--- config.mk ---
export PLATFORM = sky130hd
export DESIGN_NAME = length_prefix_deframer
export DESIGN_NICKNAME = d
export VERILOG_FILES = /design/src/rtl/lpd_pkg.sv /design/src/rtl/length_prefix_deframer.sv /design/src/rtl/lpd_step.sv
export SDC_FILE = /design/constraint.sdc
export NUM_CORES = 1
export LEC_CHECK = 0
export ABC_AREA = 1
export ABC_CLOCK_PERIOD_IN_PS = 12400
export BUFFER_PORTS_ARGS = -buffer_cell sky130_fd_sc_hd__buf_2
export CAP_MARGIN = 15
export CELL_PAD_IN_SITES_DETAIL_PLACEMENT = 1
export CELL_PAD_IN_SITES_GLOBAL_PLACEMENT = 1
export CORE_ASPECT_RATIO = 1.75
export CORE_MARGIN = 1.5
export CORE_UTILIZATION = 50
export CTS_BUF_LIST = sky130_fd_sc_hd__clkbuf_4
export DETAILED_ROUTE_END_ITERATION = 8
export PLACE_DENSITY = 0.95
export SYNTH_ARGS = -nofsm -noshare
export SYNTH_HDL_FRONTEND = slang
export SYNTH_HIERARCHICAL = 1
export SYNTH_SLANG_ARGS = --single-unit
--- constraint.sdc ---
create_clock -name clk -period 12.4 [get_ports clk]
set_input_delay 0 -clock clk [delete_from_list [all_inputs] [get_ports clk]]
set_output_delay 0 -clock clk [all_outputs]
set_load 0.02 [all_outputs]
--- src/rtl/lpd_pkg.sv ---
// Shared types, codes and constants for the length prefix deframer.
`timescale 1ns / 1ps

package lpd_pkg;

	// Width of the assembled length prefix
	localparam int LENGTH_W = 32;
	// Width of the payload byte counter and the max payload register
	localparam int REM_W    = 32;
	// Common width for comparing a payload length against the limit
	localparam int CMP_W    = (LENGTH_W > REM_W) ? LENGTH_W : REM_W;

	// Input command codes
	typedef enum logic {
		CMD_BYTE  = 1'b0,
		CMD_FLUSH = 1'b1
	} cmd_t;

	// Result kinds
	typedef enum logic [1:0] {
		KIND_BYTE  = 2'd0,
		KIND_EMPTY = 2'd1,
		KIND_ERROR = 2'd2
	} kind_t;

	// Prefix size codes; the unused code is taken as four bytes
	typedef enum logic [1:0] {
		PSZ_1 = 2'd0,
		PSZ_2 = 2'd1,
		PSZ_4 = 2'd2
	} psz_t;

	// Configuration register indexes
	typedef enum logic [1:0] {
		REG_PREFIX_SIZE   = 2'd0,
		REG_BIG_ENDIAN    = 2'd1,
		REG_MAX_PAYLOAD   = 2'd2,
		REG_COUNTS_PREFIX = 2'd3
	} reg_idx_t;

	typedef struct packed {
		logic [1:0]       prefix_size_code;
		logic             big_endian;
		logic [REM_W-1:0] max_payload;
		logic             length_counts_prefix;
	} lpd_cfg_t;

	typedef struct packed {
		logic                in_payload;
		logic [2:0]          prefix_count;
		logic [LENGTH_W-1:0] length_accum;
		logic [REM_W-1:0]    remaining;
	} lpd_state_t;

	typedef struct packed {
		kind_t      kind;
		logic [7:0] payload_byte;
		logic       last;
	} lpd_result_t;

endpackage

--- src/rtl/length_prefix_deframer.sv ---
// Top level of the length prefix deframer: input stage, state and result register.
`timescale 1ns / 1ps

// Splits a byte stream into frames led by a 1, 2 or 4 byte length prefix
// (MSB or LSB first). Payload bytes leave cut-through, one result word per
// byte, with last on the final byte; a zero length gives one empty-frame word
// and a bad header (shorter than the prefix when the length counts it, or
// above max_payload) gives one error word, after which the next byte starts a
// new prefix. A flush word drops any partial frame and gives no result.
// One word is accepted every cycle while the output is not stalled; a result
// word passes through the input register, then the result register, before it
// shows on the output. A stalled, full result register stalls the input. The
// single pass from the input register to the result register holds a 32-bit
// subtract followed by a 32-bit compare, which sets the clock.
module length_prefix_deframer (
	input  logic                     clk,
	input  logic                     arst_n,
	// input words
	input  logic                     in_valid,
	output logic                     in_stall,
	input  logic                     command,
	input  logic [7:0]               in_byte,
	// result words
	output logic                     out_valid,
	input  logic                     out_stall,
	output logic [1:0]               kind,
	output logic [7:0]               payload_byte,
	output logic                     last,
	// configuration
	input  logic                     cfg_we,
	input  logic [1:0]               cfg_index,
	input  logic [lpd_pkg::REM_W-1:0] cfg_data
);
	import lpd_pkg::*;

	logic        valid_s1;
	logic        command_s1;
	logic [7:0]  byte_s1;
	logic        valid_s2;
	lpd_result_t res_s2;
	lpd_cfg_t    cfg_q;
	lpd_state_t  state_q;
	lpd_state_t  st_next;
	logic        res_valid;
	lpd_result_t res;
	logic        out_free;
	logic        advance;

	// Handshake
	assign out_free = !valid_s2 || !out_stall;
	assign advance  = valid_s1 && out_free;
	assign in_stall = valid_s1 && !out_free;

	// Input stage
	always_ff @(posedge clk or negedge arst_n) begin
		if (!arst_n) begin
			valid_s1 <= 1'b0;
		end else if (!in_stall) begin
			valid_s1 <= in_valid;
		end
	end

	always_ff @(posedge clk) begin
		if (in_valid && !in_stall) begin
			command_s1 <= command;
			byte_s1    <= in_byte;
		end
	end

	// Configuration registers
	always_ff @(posedge clk or negedge arst_n) begin
		if (!arst_n) begin
			cfg_q.prefix_size_code     <= PSZ_2;
			cfg_q.big_endian           <= 1'b1;
			cfg_q.max_payload          <= REM_W'(65535);
			cfg_q.length_counts_prefix <= 1'b0;
		end else if (cfg_we) begin
			case (reg_idx_t'(cfg_index))
				REG_PREFIX_SIZE:   cfg_q.prefix_size_code     <= cfg_data[1:0];
				REG_BIG_ENDIAN:    cfg_q.big_endian           <= cfg_data[0];
				REG_MAX_PAYLOAD:   cfg_q.max_payload          <= cfg_data;
				REG_COUNTS_PREFIX: cfg_q.length_counts_prefix <= cfg_data[0];
				default: ;
			endcase
		end
	end

	// Frame logic
	lpd_step u_step (
		.cfg       (cfg_q),
		.st        (state_q),
		.command   (command_s1),
		.in_byte   (byte_s1),
		.st_next   (st_next),
		.res_valid (res_valid),
		.res       (res)
	);

	// Frame state
	always_ff @(posedge clk or negedge arst_n) begin
		if (!arst_n) begin
			state_q <= '0;
		end else if (advance) begin
			state_q <= st_next;
		end
	end

	// Result register
	always_ff @(posedge clk or negedge arst_n) begin
		if (!arst_n) begin
			valid_s2 <= 1'b0;
		end else if (out_free) begin
			valid_s2 <= advance && res_valid;
		end
	end

	always_ff @(posedge clk) begin
		if (advance && res_valid) begin
			res_s2 <= res;
		end
	end

	assign out_valid    = valid_s2;
	assign kind         = res_s2.kind;
	assign payload_byte = res_s2.payload_byte;
	assign last         = res_s2.last;

endmodule

--- src/rtl/lpd_step.sv ---
// Per-word next-state and result logic of the length prefix deframer.
`timescale 1ns / 1ps

module lpd_step (
	input  lpd_pkg::lpd_cfg_t    cfg,
	input  lpd_pkg::lpd_state_t  st,
	input  logic                 command,
	input  logic [7:0]           in_byte,
	output lpd_pkg::lpd_state_t  st_next,
	output logic                 res_valid,
	output lpd_pkg::lpd_result_t res
);
	import lpd_pkg::*;

	logic [2:0]          nbytes;
	logic [2:0]          cnt_inc;
	logic [REM_W-1:0]    rem_dec;
	logic [LENGTH_W-1:0] accum_new;
	logic [LENGTH_W-1:0] frame_len;
	logic                too_short;
	logic                too_long;

	// Prefix length in bytes
	always_comb begin
		case (psz_t'(cfg.prefix_size_code))
			PSZ_1:   nbytes = 3'd1;
			PSZ_2:   nbytes = 3'd2;
			default: nbytes = 3'd4;
		endcase
	end

	// Prefix byte gather, MSB first shifts in, LSB first places by count
	always_comb begin
		if (cfg.big_endian) begin
			accum_new = LENGTH_W'({st.length_accum, in_byte});
		end else begin
			accum_new = st.length_accum
				| (LENGTH_W'(in_byte) << {st.prefix_count[1:0], 3'b000});
		end
	end

	assign cnt_inc = st.prefix_count + 3'd1;
	assign rem_dec = st.remaining - REM_W'(1);

	// Header checks on the completed prefix
	assign too_short = cfg.length_counts_prefix && (accum_new < LENGTH_W'(nbytes));
	assign frame_len = cfg.length_counts_prefix ? (accum_new - LENGTH_W'(nbytes))
	                                            : accum_new;
	assign too_long  = CMP_W'(frame_len) > CMP_W'(cfg.max_payload);

	// Main decision
	always_comb begin
		st_next          = st;
		res_valid        = 1'b0;
		res.kind         = KIND_BYTE;
		res.payload_byte = 8'd0;
		res.last         = 1'b0;
		if (cmd_t'(command) == CMD_FLUSH) begin
			st_next = '0;
		end else if (st.in_payload) begin
			// cut-through payload byte
			st_next.remaining = rem_dec;
			res_valid         = 1'b1;
			res.payload_byte  = in_byte;
			res.last          = (rem_dec == '0);
			if (rem_dec == '0) begin
				st_next.in_payload = 1'b0;
			end
		end else if (cnt_inc < nbytes) begin
			st_next.prefix_count = cnt_inc;
			st_next.length_accum = accum_new;
		end else begin
			// prefix complete
			st_next = '0;
			if (too_short || too_long) begin
				res_valid = 1'b1;
				res.kind  = KIND_ERROR;
			end else if (frame_len == '0) begin
				res_valid = 1'b1;
				res.kind  = KIND_EMPTY;
				res.last  = 1'b1;
			end else begin
				st_next.in_payload = 1'b1;
				st_next.remaining  = REM_W'(frame_len);
			end
		end
	end

endmodule

# After elaboration in Yosys (flattened, before gate mapping)
# Index checks and enable logic that the tools add are counted.
dict set report totals {
  regBits 126
  latch_bits 0
  mem_bits_rw 0
  romBits 0
  in_bits 48
  out_inout_bits 13
  wordCells 80
  memories 0
}
dict set report classes {
  addsub 3
  n_mul 0
  n_div 0
  n_lt_le_gt_ge 3
  n_eq_ne 6
  n_shift 1
  muxes 25
  bitwise_logic 2
  reduce_logical 24
}
# operator count
set op_table {}
lappend op_table {{2-to-1 mux 32 bit} 6}
lappend op_table {{2-to-1 mux 35 bit} 2}
lappend op_table {{2-to-1 mux 68 bit} 1}
lappend op_table {{zero test 32 bit} 2}
lappend op_table {{greater-than comparator 32 bit} 1}
lappend op_table {{< comparator 32 x 3 -> 1 bit} 1}
lappend op_table {{OR 32 bit} 1}
lappend op_table {{left shift 8 x 5 -> 32 bit} 1}
lappend op_table {{subtractor 32 x 1 -> 32 bit, second input constant} 1}
lappend op_table {{subtractor 32 x 3 -> 32 bit} 1}
lappend op_table {{2-to-1 mux 1 bit} 14}
lappend op_table {{AND reduction 2 bit} 6}
lappend op_table {{one-hot mux 3 bit (2 select lines)} 1}
lappend op_table {{logical AND 1 bit} 5}
lappend op_table {{equality test 2 x 1 -> 1 bit, second input constant} 2}
lappend op_table {{equality test 2 bit, second input constant} 2}
lappend op_table {{zero test 1 bit} 4}
lappend op_table {{zero test 2 bit} 2}
lappend op_table {{OR reduction 4 bit} 1}
lappend op_table {{adder 3 x 1 -> 3 bit, second input constant} 1}
lappend op_table {{< comparator 3 bit} 1}
lappend op_table {{inequality test 3 bit, second input constant} 1}
lappend op_table {{OR reduction 3 bit} 1}
lappend op_table {{logical OR 1 bit} 2}
lappend op_table {{other kinds (4)} 4}

# Longest topological paths before layout
# Gate-level depths: netlist of run 1.
dict set report depth {
  depth_word 12
  ltp_mapped 37
  depth_no_buf 34
}

# Hierarchy
# Netlist of run 1, hierarchy kept.
# mod n_inst cells_per_inst area_per_inst_um2 seq_area_each_um2
set by_module_without_submodules {}
lappend by_module_without_submodules {lpd_step 1 1036 5417.7 0.0}
lappend by_module_without_submodules {length_prefix_deframer 1 492 4912.2 3275.6}

# Least setup slack after synthesis of run 1
# Ideal clock, no wire load.
dict set report synth_timing {
  path_kind {reg2reg}
  from {reg cfg_q[33] (netlist name)}
  to {reg res_s2 (netlist bit kind[0]) (enable)}
  setup_ns 0.378
  arrival_time_ns 4.728
  t_required_ns 12.022
  path_slack_ns 7.294
  path_stages_with_launch 33
  synth_period_minus_slack_ns 5.106
  cell_sequence {dfstp_2 > inv_1 > buf_2 > o21ai_0 > ha_1 > inv_1 > fa_1 > nand2_1 > nand2_1 > nor2_1 > nand2_2 > nor2_4 > nand2_4 > inv_2 > nand3_1 > nand2_1 > nand2_1 > ha_1 > nand2_1 > nor2_1 > nand4_1 > nor4_1 > nand2_1 > nand2_1 > nand2_1 > nand2_2 > inv_2 > buf_6 > nand2_1 > nand2_1 > a21oi_2 > inv_1 > nor2_1}
}
dict set report synth_via {
  elab_chain_len 10
  elab_cells_between_ends 14
  cone_classes {add/sub (1); order compare (2); mux (7); reduce/logical (4)}
}
# item line
set synth_rtl {}
lappend synth_rtl {{start: declaration} length_prefix_deframer.sv:41} ;# lpd_cfg_t cfg_q;
lappend synth_rtl {{2-to-1 mux 32 bit *} lpd_step.sv:34} ;# if (cfg.big_endian) begin
lappend synth_rtl {{subtractor 32 x 3 -> 32 bit} lpd_step.sv:47} ;# assign frame_len = cfg.length_counts_prefix ? (accum_new - LENGTH_W'(nbytes))
lappend synth_rtl {{2-to-1 mux 32 bit} lpd_step.sv:47}
lappend synth_rtl {{greater-than comparator 32 bit / zero test 32 bit (equally long branches)} {lpd_step.sv:49, lpd_step.sv:78}}
lappend synth_rtl {{logical OR 1 bit / 2-to-1 mux 1 bit (equally long branches)} {lpd_step.sv:75, lpd_step.sv:78}}
lappend synth_rtl {{2-to-1 mux 1 bit *} lpd_step.sv:75} ;# if (too_short || too_long) begin
lappend synth_rtl {{2-to-1 mux 1 bit *} lpd_step.sv:69} ;# end else if (cnt_inc < nbytes) begin
lappend synth_rtl {{2-to-1 mux 1 bit *} lpd_step.sv:60} ;# end else if (st.in_payload) begin
lappend synth_rtl {{2-to-1 mux 1 bit *} lpd_step.sv:58} ;# if (cmd_t'(command) == CMD_FLUSH) begin
lappend synth_rtl {{net res_valid} length_prefix_deframer.sv:44} ;# logic res_valid;
lappend synth_rtl {{logical AND 1 bit *} length_prefix_deframer.sv:118} ;# if (advance && res_valid) begin
lappend synth_rtl {{end signal: assignment} length_prefix_deframer.sv:119} ;# res_s2 <= res;
lappend synth_rtl {{end: declaration} length_prefix_deframer.sv:40} ;# lpd_result_t res_s2;
# Mark *: on every way through the listed nets, which the timed path passes. The rest lies on a longest branch.
# A chain may end at the register's enable or synchronous reset.

# Final worst setup path of run 1
dict set report layout_timing {
  from {reg cfg_q[33] (netlist name)}
  to {reg res_s2 (netlist bit payload_byte[1]) (enable)}
}
# The elaborated chain is that of the path after synthesis.

==> results of run 1 <==
-- state kept, by name (all words and copies together), names as in the netlist --
name,flops
payload_byte,8
out_valid,1
kind,2
valid_s1,1
command_s1,1
cfg_q,36
state_q,68
byte_s1,8
last,1
-- cell usage after synthesis, types with 2 or more instances --
master / instances
a211oi_1: 33
a21oi_1: 52
and2_1: 2
buf_1: 3
buf_2: 32
buf_4: 9
buf_6: 9
clkbuf_1: 30
dfrtp_1: 88
dfstp_2: 18
edfxtp_1: 20
ha_1: 40
inv_1: 117
inv_2: 10
nand2_1: 481
nand2_2: 32
nand2_4: 8
nand3_1: 146
nand3_2: 2
nand3b_1: 4
nand4_1: 57
nor2_1: 118
nor2_2: 11
nor2_4: 9
nor2_8: 2
nor3_1: 11
nor4_1: 5
o211ai_1: 2
o21ai_0: 100
o21ai_1: 11
o21ai_2: 4
o21bai_1: 2
o22ai_1: 2
or2_0: 3
or2_1: 8
or2_2: 4
xnor2_1: 8
xor2_1: 24
-- metrics by stage --
stage / util (%) / cells / cell area, um2
6_report: 58.0 / 1883 / 11800
5_1_grt: 57.9 / 1882 / 11800
4_1_cts: 57.9 / 1879 / 11700
3_5_place_dp: 52.0 / 1761 / 10500
3_3_place_gp: 52.0 / 1761 / 10500
2_1_floorplan: - / 1528 / 10300
-- report_power, final --
part	leakage, nW	switching (mW)	internal (mW)
Combinational	4.12	1.34	0.537
Sequential	1.53	0.153	0.538
Clock	0.159	0.193	0.159
-- how the worst min path moves through the flow --
stage / start / to / slack (ns) / depth (start not counted)
finish: in_byte[6] / byte_s1[6] / 0.06 / 2
global route: command / command_s1 / 0.06 / 2
CTS: in_byte[7] / byte_s1[7] / 0.04 / 2
detailed placement: arst_n / state_q[66] / 0.11 / 1
global placement: arst_n / state_q[66] / 0.10 / 1
floorplan: arst_n / cfg_q[0] / -0.30 / 0
-- critical path: cells and delay by family (launching register included) --
kind                     cells  cell delay [ns]
buffers and inverters        5             1.08
XOR/XNOR                     1             0.21
AND/OR/NAND/NOR             18             2.84
AO/OA/AOI/OAI                4             1.14
adder cells (fa/ha/maj)      3             1.00
flip-flops                   1             1.09
-- repair_timing --
action | CTS | global route
gates resized for setup | 0 | 0
endpoints found under the hold margin | 107 | 0
hold buffers | 86 | 0
-- metal layers --
metal / vias up / wire length, um / global-route usage, %
li1: 5210 / - / -
met2: 654 / 22100 / 70.9
met4: 0 / 4490 / 37.4
met3: 287 / 3100 / 10.2
met5: - / 0 / 0
met1: 5772 / 15300 / 42.8
-- cell type report --
cell class	count	share of cell area [%]
Multi-Input combinational cell	1190	51.9
Sequential cell	126	27.9
Clock buffer	17	1.09
Inverter	128	4.11
Timing Repair Buffer	155	10.6
Antenna cell	4	0.0851
Tap cell	248	2.64
Clock inverter	15	1.65
-- cells by family (layout without fill, tap and decap cells) --
logic type | after synthesis | count (layout) | synth area share, %
compound gates | 211 | 211 | 11.4
xor+xnor | 33 | 33 | 2.87
fa+ha+maj | 41 | 41 | 5.04
buf+inv | 212 | 315 | 9.21
flops | 126 | 126 | 31.7
other cells | 0 | 4 | 0
simple gates | 905 | 905 | 39.8
==> reports/metrics.yaml, run 1 <==
drt_iter0_drc: 1160
cts_made_buffers: 17
ys_warn_count: 6
viasPerCell: 6.33
nets: 1707
slowest_delay_ns: 1.09
synthArstFlopShare_pct: 84.1
tritoncts: "built"
timing.critical_path.from_type: "flip-flop"
vias: 11900
drt_first_pass_iters: 6
mostFrequentLayoutCell: "nand2_1"
syn_inst: 1528
post_drt_wl_per_cell_um: 23.8
die_x_um: 112
worstSetupEndpointType: "flip-flop"
relSlewSlack_pct: 28.8
p_leak_nw: 5.81
fin_tns_setup_ns: 0
cts.clk_slew.worst_paths_ns: 0.13
setup_viol: 0
finalMaxSlewViolations: 0
grt_pass1_vias: 12500
ys_ff_latch: 126
grt_overflow: 0
std_cell_rows: 69
synth_edf_count: 20
p_per_area_nw_per_um2: 249
peakVddDrop_uv: 200
holdWs_ns: 0.0639
grt_max_degree: 95
hold_viol: 0
ys_seq_area_share_pct: 31.7
crit_slowest_cell: "dfstp_2"
portBuffers: 60
grt_use_total_pct: 41.9
rsz0062_at_grt: "false"
cpMostUsedCell: "nand2_1"
setup.worst_path.end: "payload_byte[1]"
clk_latency_ns: 0.68
routed_wl_mm: 44.9
outcome: "finished clean"
ff2ff_setup_slack_ns: 4.66
rr_startpoint: "cfg_q[33]"
cp.required_ns: 12.67
rr_endpoint: "payload_byte[1]"
syn-num-nets: 1617
setup_ws_ns: 4.66
start_util_pct: 50.9
fill_cells: 2675
worstPathArrival_ns: 8.02
total_power_mw: 2.93
cts_root_buf: "clkbuf_4"
worst_pin_slew_ns: 1.07
yosysTopAreaCell: "dfrtp_1"
place_ws_ns: 5.33
cts_setup_buffers: 0
criticalPathCategory: "flip-flop to flip-flop"
layout-area-overhead-vs-synth_pct: 13.8
synth_cell_types: 49
grt_first_pass_wirelength_mm: 69.1
fin_skew_ns: 0.0490
multi_input_area_um2: 6110
fin_crit_sh_pct: 62.5
synth_ff_type: "dfrtp_1"
yosysTopAreaCellShare_pct: 21.3
drv_cap: 0
die_area_um2: 21600
seqCellArea_um2: 3280
coreArea_um2: 20300
min_path_type: "input port to flip-flop"
ioPinCount: 61
ctsHtreeMaxLevel: 4
clockBufferDepth: 2
fin_crit_ns: 7.74
crit_start: "cfg_q[33]"
die_h_um: 193
final_cell_mix: "nand2_1 (480), nand3_1 (146), inv_1 (117), nor2_1 (117), o21ai_0 (100)"
synthTopCellsByArea: "dfrtp_1 (21%), nand2_1 (17%), nand3_1 (7.1%)"
max_freq_mhz: 129
antenna_found_initial: 4
detail-route-antenna-nets: 0
layout-drive-gt1-share_pct: 12.7
reg2reg_depth: 31
syn_area_per_cell_um2: 6.76
cp_max_fo: 39
gp_congestion: 0.939
syn_area_um2: 10300
drc: 0
place_hpwl_mm: 26.1
clkSinkCount: 126
Note: power is estimated with default switching activity, not from simulation.
==> run 2: changes to the inputs <==
--- a/config.mk
+++ b/config.mk
@@ -6,17 +6,17 @@
 export NUM_CORES = 1
 export LEC_CHECK = 0
 export ABC_AREA = 1
-export ABC_CLOCK_PERIOD_IN_PS = 12400
+export ABC_CLOCK_PERIOD_IN_PS = 7150
 export BUFFER_PORTS_ARGS = -buffer_cell sky130_fd_sc_hd__buf_2
 export CAP_MARGIN = 15
 export CELL_PAD_IN_SITES_DETAIL_PLACEMENT = 1
 export CELL_PAD_IN_SITES_GLOBAL_PLACEMENT = 1
 export CORE_ASPECT_RATIO = 1.75
 export CORE_MARGIN = 1.5
-export CORE_UTILIZATION = 50
+export CORE_UTILIZATION = 46
 export CTS_BUF_LIST = sky130_fd_sc_hd__clkbuf_4
 export DETAILED_ROUTE_END_ITERATION = 8
-export PLACE_DENSITY = 0.95
+export PLACE_DENSITY = 0.89
 export SYNTH_ARGS = -nofsm -noshare
 export SYNTH_HDL_FRONTEND = slang
 export SYNTH_HIERARCHICAL = 1
==> constraint.sdc (replaced) <==
create_clock -name clk -period 7.15 [get_ports clk]
set_input_delay 0 -clock clk [delete_from_list [all_inputs] [get_ports clk]]
set_output_delay 0 -clock clk [all_outputs]
set_load 0.02 [all_outputs]
==> run 2 against run 1 <==
  * Register-to-register slack lost 3.9 ns
  * Power grew 73%
  * Routed wire length shrank 3.9%
  * Highest routed layer unchanged
  * Global-route usage shrank 4.4 points
  * Non-clock buffer count grew 3
  * Setup slack lost 3.9 ns
  * Final area grew 1.1%
==> reports/metrics.yaml, run 2 (same netlist as run 1, synthesis figures left out) <==
cts.clk_slew.worst_paths_ns: 0.16
holdWs_ns: 0.0216
max_freq_mhz: 156
fin_crit_ns: 6.42
die_x_um: 116
grt_first_pass_wirelength_mm: 65.8
seqPwrFrac_pct: 23.3
ff2ff_setup_slack_ns: 0.73
portBuffers: 60
drc: 0
fin_tns_setup_ns: 0
final_cell_mix: "nand2_1 (480), nand3_1 (146), inv_1 (117), nor2_1 (117), o21ai_0 (100)"
coreArea_um2: 22100
post_drt_wl_per_cell_um: 22.3
antenna_found_initial: 4
p_sw_mw: 2.83
vias: 11600
detail-route-antenna-nets: 0
drt_iter0_drc: 794
gp_congestion: 0.941
rr_startpoint: "state_q[64]"
p_comb_share_pct: 63.3
clockPowerShare_pct: 13.4
nets: 1710
drv_cap: 0
clockBufferDepth: 2
setup_viol: 0
top_register: "state_q"
ioPinCount: 61
p_int_mw: 2.22
clk_latency_ns: 0.68
clkSinkCount: 126
p_leak_nw: 5.85
cp_top_family: "simple AND/OR/NAND/NOR gates"
crit_slowest_cell: "dfrtp_1"
rsz0062_at_grt: "false"
grt_use_total_pct: 37.4
min_path_type: "input port to async pin"
switching_share_pct: 56.1
reg_top3: "state_q x68, cfg_q x36"
grt_pass1_vias: 12200
relSlewSlack_pct: 39.4
start_util_pct: 46.8
fin_crit_sh_pct: 89.8
largest_reg_flops: 68
worst_pin_slew_ns: 0.910
ctsHtreeMaxLevel: 4
drt_first_pass_iters: 5
slowest_delay_ns: 0.80
worstSetupEndpointType: "flip-flop"
worstPathArrival_ns: 6.71
cp_max_fo: 21
crit_buf_inv: 5
layout-drive-gt1-share_pct: 12.9
grt_overflow: 0
std_cell_rows: 72
cts_root_buf: "clkbuf_4"
viasPerCell: 5.99
peakVddDrop_uv: 221
die_h_um: 201
outcome: "finished clean"
finalMaxSlewViolations: 0
grt_max_degree: 76
cp.required_ns: 7.44
die_area_um2: 23400
hold_viol: 0
timing.critical_path.from_type: "flip-flop"
place_hpwl_mm: 25.8
criticalPathCategory: "flip-flop to flip-flop"
crit_start: "state_q[64]"
cpMostUsedCell: "nand2_1"
p_per_area_nw_per_um2: 425
layout-area-overhead-vs-synth_pct: 15.1
cts_made_buffers: 17
tritoncts: "built"
routed_wl_mm: 43.2
fin_skew_ns: 0.0455
mostFrequentLayoutCell: "nand2_1"
run 2: per-stage QoR:
step / instance area [um2] / util, % / cells / total power, mW / setup WS (ns)
3_5_place_dp: 10600 / 48.2 / 1812 / 4.11 / 0.977
5_1_grt: 11900 / 53.9 / 1935 / 5.37 / 0.232
6_report: 11900 / 53.9 / 1935 / 5.05 / 0.728
3_3_place_gp: 10600 / 48.2 / 1812 / 3.97 / 1.23
4_1_cts: 11900 / 53.8 / 1930 / 4.83 / 0.908
2_1_floorplan: 10300 / - / 1528 / 3.28 / 2.04
run 2: layout make-up:
cell class	count	area (um2)
clock buffers	17	128
inverters	128	483
multi-input cells	1190	6110
fillers	2904	10200
diodes	5	12.5
clock inverters	15	244
flip-flops and latches	126	3280
repair buffers	158	1260
well taps	296	370
run 2: power groups by stage:
stage | clock [mW] | sequential [mW] | combinational, mW
floorplan | 0 | 1.10 | 2.18
global placement | 0 | 1.16 | 2.81
detailed placement | 0 | 1.17 | 2.94
CTS | 0.671 | 1.16 | 3.00
global route | 0.706 | 1.20 | 3.46
finish | 0.676 | 1.18 | 3.20
run 2: per-layer routing:
metal / vias to the layer above / global-route usage [%] / share of wire (%) / routed length [um]
met5: - / 0 / 0 / 0
met4: 0 / 32.9 / 9.0 / 3890
met3: 197 / 5.72 / 4.6 / 1970
met2: 453 / 63.5 / 51 / 22000
met1: 5728 / 39.0 / 36 / 15300
li1: 5214 / - / - / -
run 2: timing repair:
item,in CTS,in global routing
gates resized for setup,0,0
hold buffers,86,0
setup buffers,0,0
hold endpoints to repair,108,0
run 2: worst paths after layout:
check                              end  cells past startpoint
setup reg to reg               kind[1]                     33
max in group asynchronous  state_q[10]                      3
hold reg to reg              cfg_q[32]                      2
min in group clk            byte_s1[2]                      2
setup / recovery               kind[1]                     33
hold / removal                cfg_q[2]                      2
run 2: worst register-to-register path, delay by kind of cell, from the launching register on:
family,cells,cell delay [ns]
buffers and inverters,5,0.70
XOR/XNOR,1,0.19
AND/OR/NAND/NOR,20,2.75
flip-flops,1,0.80
AO/OA/AOI/OAI,4,0.69
adder cells (fa/ha/maj),3,0.95
==> run 3: changes to the inputs <==
--- a/config.mk
+++ b/config.mk
@@ -5,18 +5,17 @@
 export SDC_FILE = /design/constraint.sdc
 export NUM_CORES = 1
 export LEC_CHECK = 0
-export ABC_AREA = 1
 export ABC_CLOCK_PERIOD_IN_PS = 7150
-export BUFFER_PORTS_ARGS = -buffer_cell sky130_fd_sc_hd__buf_2
 export CAP_MARGIN = 15
 export CELL_PAD_IN_SITES_DETAIL_PLACEMENT = 1
 export CELL_PAD_IN_SITES_GLOBAL_PLACEMENT = 1
 export CORE_ASPECT_RATIO = 1.75
 export CORE_MARGIN = 1.5
-export CORE_UTILIZATION = 46
+export CORE_UTILIZATION = 52
 export CTS_BUF_LIST = sky130_fd_sc_hd__clkbuf_4
 export DETAILED_ROUTE_END_ITERATION = 8
-export PLACE_DENSITY = 0.89
+export DONT_BUFFER_PORTS = 1
+export PLACE_DENSITY = 0.88
 export SYNTH_ARGS = -nofsm -noshare
 export SYNTH_HDL_FRONTEND = slang
 export SYNTH_HIERARCHICAL = 1
==> run 3 against run 2 <==
  * The run now ends with hold timing left
  * Maximum frequency down 6.4%
  * Sequential share of layout area up 3.5 points
  * Die area down 18%
  * Synthesized cell count down 35%
  * Cell count down 34%
  * First-iteration DRC count down 40%
  * Clock-buffer cell count up 3
  * Critical path depth down 12
  * Largest power group unchanged
==> reports/metrics.yaml, run 3 <==
yosysTopAreaCellShare_pct: 23.1
fin_tns_setup_ns: 0
largest_reg_flops: 68
p_leak_nw: 4.53
criticalPathCategory: "flip-flop to flip-flop"
outcome: "finished with violations"
syn_inst: 986
synth_top_family_by_area: "simple AND/OR/NAND/NOR gates"
antenna_found_initial: 1
layout-drive-gt1-share_pct: 21.6
grt_pass1_vias: 9258
violations: "hold timing"
peakVddDrop_uv: 221
drt_first_pass_iters: 5
setup_viol: 0
ys_ff_latch: 126
coreArea_um2: 18000
timing.critical_path.from_type: "flip-flop"
start_util_pct: 53.1
nets: 1113
finalMaxSlewViolations: 0
reg_top3: "state_q x68, cfg_q x36"
cts_root_buf: "clkbuf_4"
syn_area_um2: 9540
synth_compound_gate_area_share_pct: 16.4
drc: 0
die_area_um2: 19200
cp_max_fo: 16
slowest_delay_ns: 0.75
fin_crit_sh_pct: 96.0
relSlewSlack_pct: 32.6
drv_cap: 0
synth-simple-area-share_pct: 18.4
final_cell_mix: "dfrtp_1 (87), mux2_2 (85), nor2_1 (71)"
max_freq_mhz: 146
p_per_area_nw_per_um2: 439
ys_warn_count: 6
place_hpwl_mm: 22.4
syn_area_per_cell_um2: 9.67
tritoncts: "built"
fin_crit_ns: 6.86
top_register: "state_q"
post_drt_wl_per_cell_um: 26.1
grt_max_degree: 107
ioPinCount: 61
die_x_um: 105
reg2reg_depth: 21
synth_ff_type: "dfrtp_1"
ctsHtreeMaxLevel: 4
drt_iter0_drc: 479
std_cell_rows: 65
grt_first_pass_wirelength_mm: 51.1
mostFrequentLayoutCell: "dfrtp_1"
synthArstFlopShare_pct: 84.1
portBuffers: 0
worstSetupEndpointType: "flip-flop"
synth_edf_count: 20
clockBufferDepth: 2
yosysTopAreaCell: "dfrtp_1"
holdWs_ns: -0.00296
cts_made_buffers: 17
layout-area-overhead-vs-synth_pct: 10.7
synthMuxAreaShare_pct: 14.9
die_h_um: 182
ys_seq_area_share_pct: 34.4
grt_use_total_pct: 35.2
cp.required_ns: 7.43
rsz0062_at_grt: "false"
clkSinkCount: 126
hold_viol: 1
synth_fa_ha_area_share_pct: 5.46
yosys-top-cells-count: "dfrtp_1 (88), mux2_2 (85), nor2_1 (72), a21oi_1 (70), nand2_1 (55)"
synthXorXnorAreaFrac_pct: 5.24
placed_cell_area_um2: 9670
vias: 8512
viasPerCell: 6.69
worst_pin_slew_ns: 1.00
finalInstanceArea_um2: 10600
routed_wl_mm: 33.2
min_path_type: "input port to async pin"
synthTopCellsByArea: "dfrtp_1 (23%), mux2_2 (10%), edfxtp_1 (6.3%)"
clk_latency_ns: 0.59
gp_congestion: 1.05
worstPathArrival_ns: 7.14
detail-route-antenna-nets: 0
synth_cell_types: 85
grt_overflow: 0
cts.clk_slew.worst_paths_ns: 0.14
fin_skew_ns: 0.0296
syn-num-nets: 1075
crit_slowest_cell: "dfstp_4"
synth_most_common_cell: "dfrtp_1"
crit_chain: "inv_2 -> a22o_1 -> ha_1 -> and2_1 -> a311oi_2 -> nand4_2 -> nor2_1 -> nand4_1 -> xnor2_1 -> ha_1 -> and3_1 -> nand4_1 -> or3_1 -> o31ai_2 -> a41oi_2 -> buf_4 -> nor3b_1 -> a211oi_1 -> nand2_1 -> a21oi_1 -> buf_4"
==> run 3: metal layers <==
layer	track usage, %	vias up	share of wire, %
li1	-	3688	-
met1	34.9	4262	34
met2	61.6	362	51
met3	6.07	200	4.8
met4	32.2	0	10
met5	0	-	0
==> run 3: what timing repair did <==
action	in CTS	in global routing
gates resized for setup	0	6
endpoints found under the setup margin	0	23
endpoints found under the hold margin	173	0
buffers inserted	0	0
hold buffers	51	0
==> run 3: cell families after synthesis <==
group                    after synthesis
multiplexers                         121
adder cells (fa/ha/maj)               41
buffers and inverters                100
AND/OR/NAND/NOR                      318
XOR/XNOR                              57
AO/OA/AOI/OAI                        223
flip-flops                           126
==> run 3: critical path, delay by kind of cell (launching register included) <==
kind / cells / cell delay [ns]
fa+ha+maj: 2 / 0.61
flops: 1 / 0.75
buf+inv: 3 / 0.67
xor+xnor: 1 / 0.61
simple gates: 9 / 2.17
compound gates: 6 / 1.77
==> run 3: area by class of cell <==
cell class                      instances  area, um2
Clock buffer                           20        150
Antenna cell                            1       2.50
Inverter                               45        169
Fill cell                            2027       7420
Sequential cell                       126       3280
Clock inverter                         12        169
Timing Repair Buffer                   74        701
Multi-Input combinational cell        760       5790
Tap cell                              234        293
==> run 3: worst paths after layout <==
check | from | slack [ns] | end
setup / recovery | cfg_q[33] | 0.29 | payload_byte[0]
hold / removal | arst_n | -0.003 | cfg_q[0]
setup reg to reg | cfg_q[33] | 0.29 | payload_byte[0]
hold reg to reg | cfg_q[31] | 0.53 | cfg_q[31]
max in group asynchronous | arst_n | 6.63 | state_q[67]
min in group clk | out_stall | 0.06 | state_q[4]
==> run 3: per-stage QoR <==
stage               total power [mW]  std cells  setup WS, ns  hold slack, ns  utilization [%]
finish                          4.64       1272         0.286        -0.00296             58.7
global route                    4.88       1272        0.0232          0.0184             58.7
CTS                             4.51       1271         0.259         0.00401             58.5
detailed placement              3.87       1188         0.323          -0.292             53.8
global placement                3.76       1188         0.683          -0.290             53.8
floorplan                       3.13        986         0.713          -0.296                -
==> run 3: power by group <==
| group | internal [mW] | switching [mW] | leakage, nW |
|---|---|---|---|
| Clock | 0.286 | 0.295 | 0.164 |
| Combinational | 1.07 | 1.71 | 2.82 |
| Sequential | 0.940 | 0.328 | 1.54 |
| Total | 2.30 | 2.34 | 4.53 |
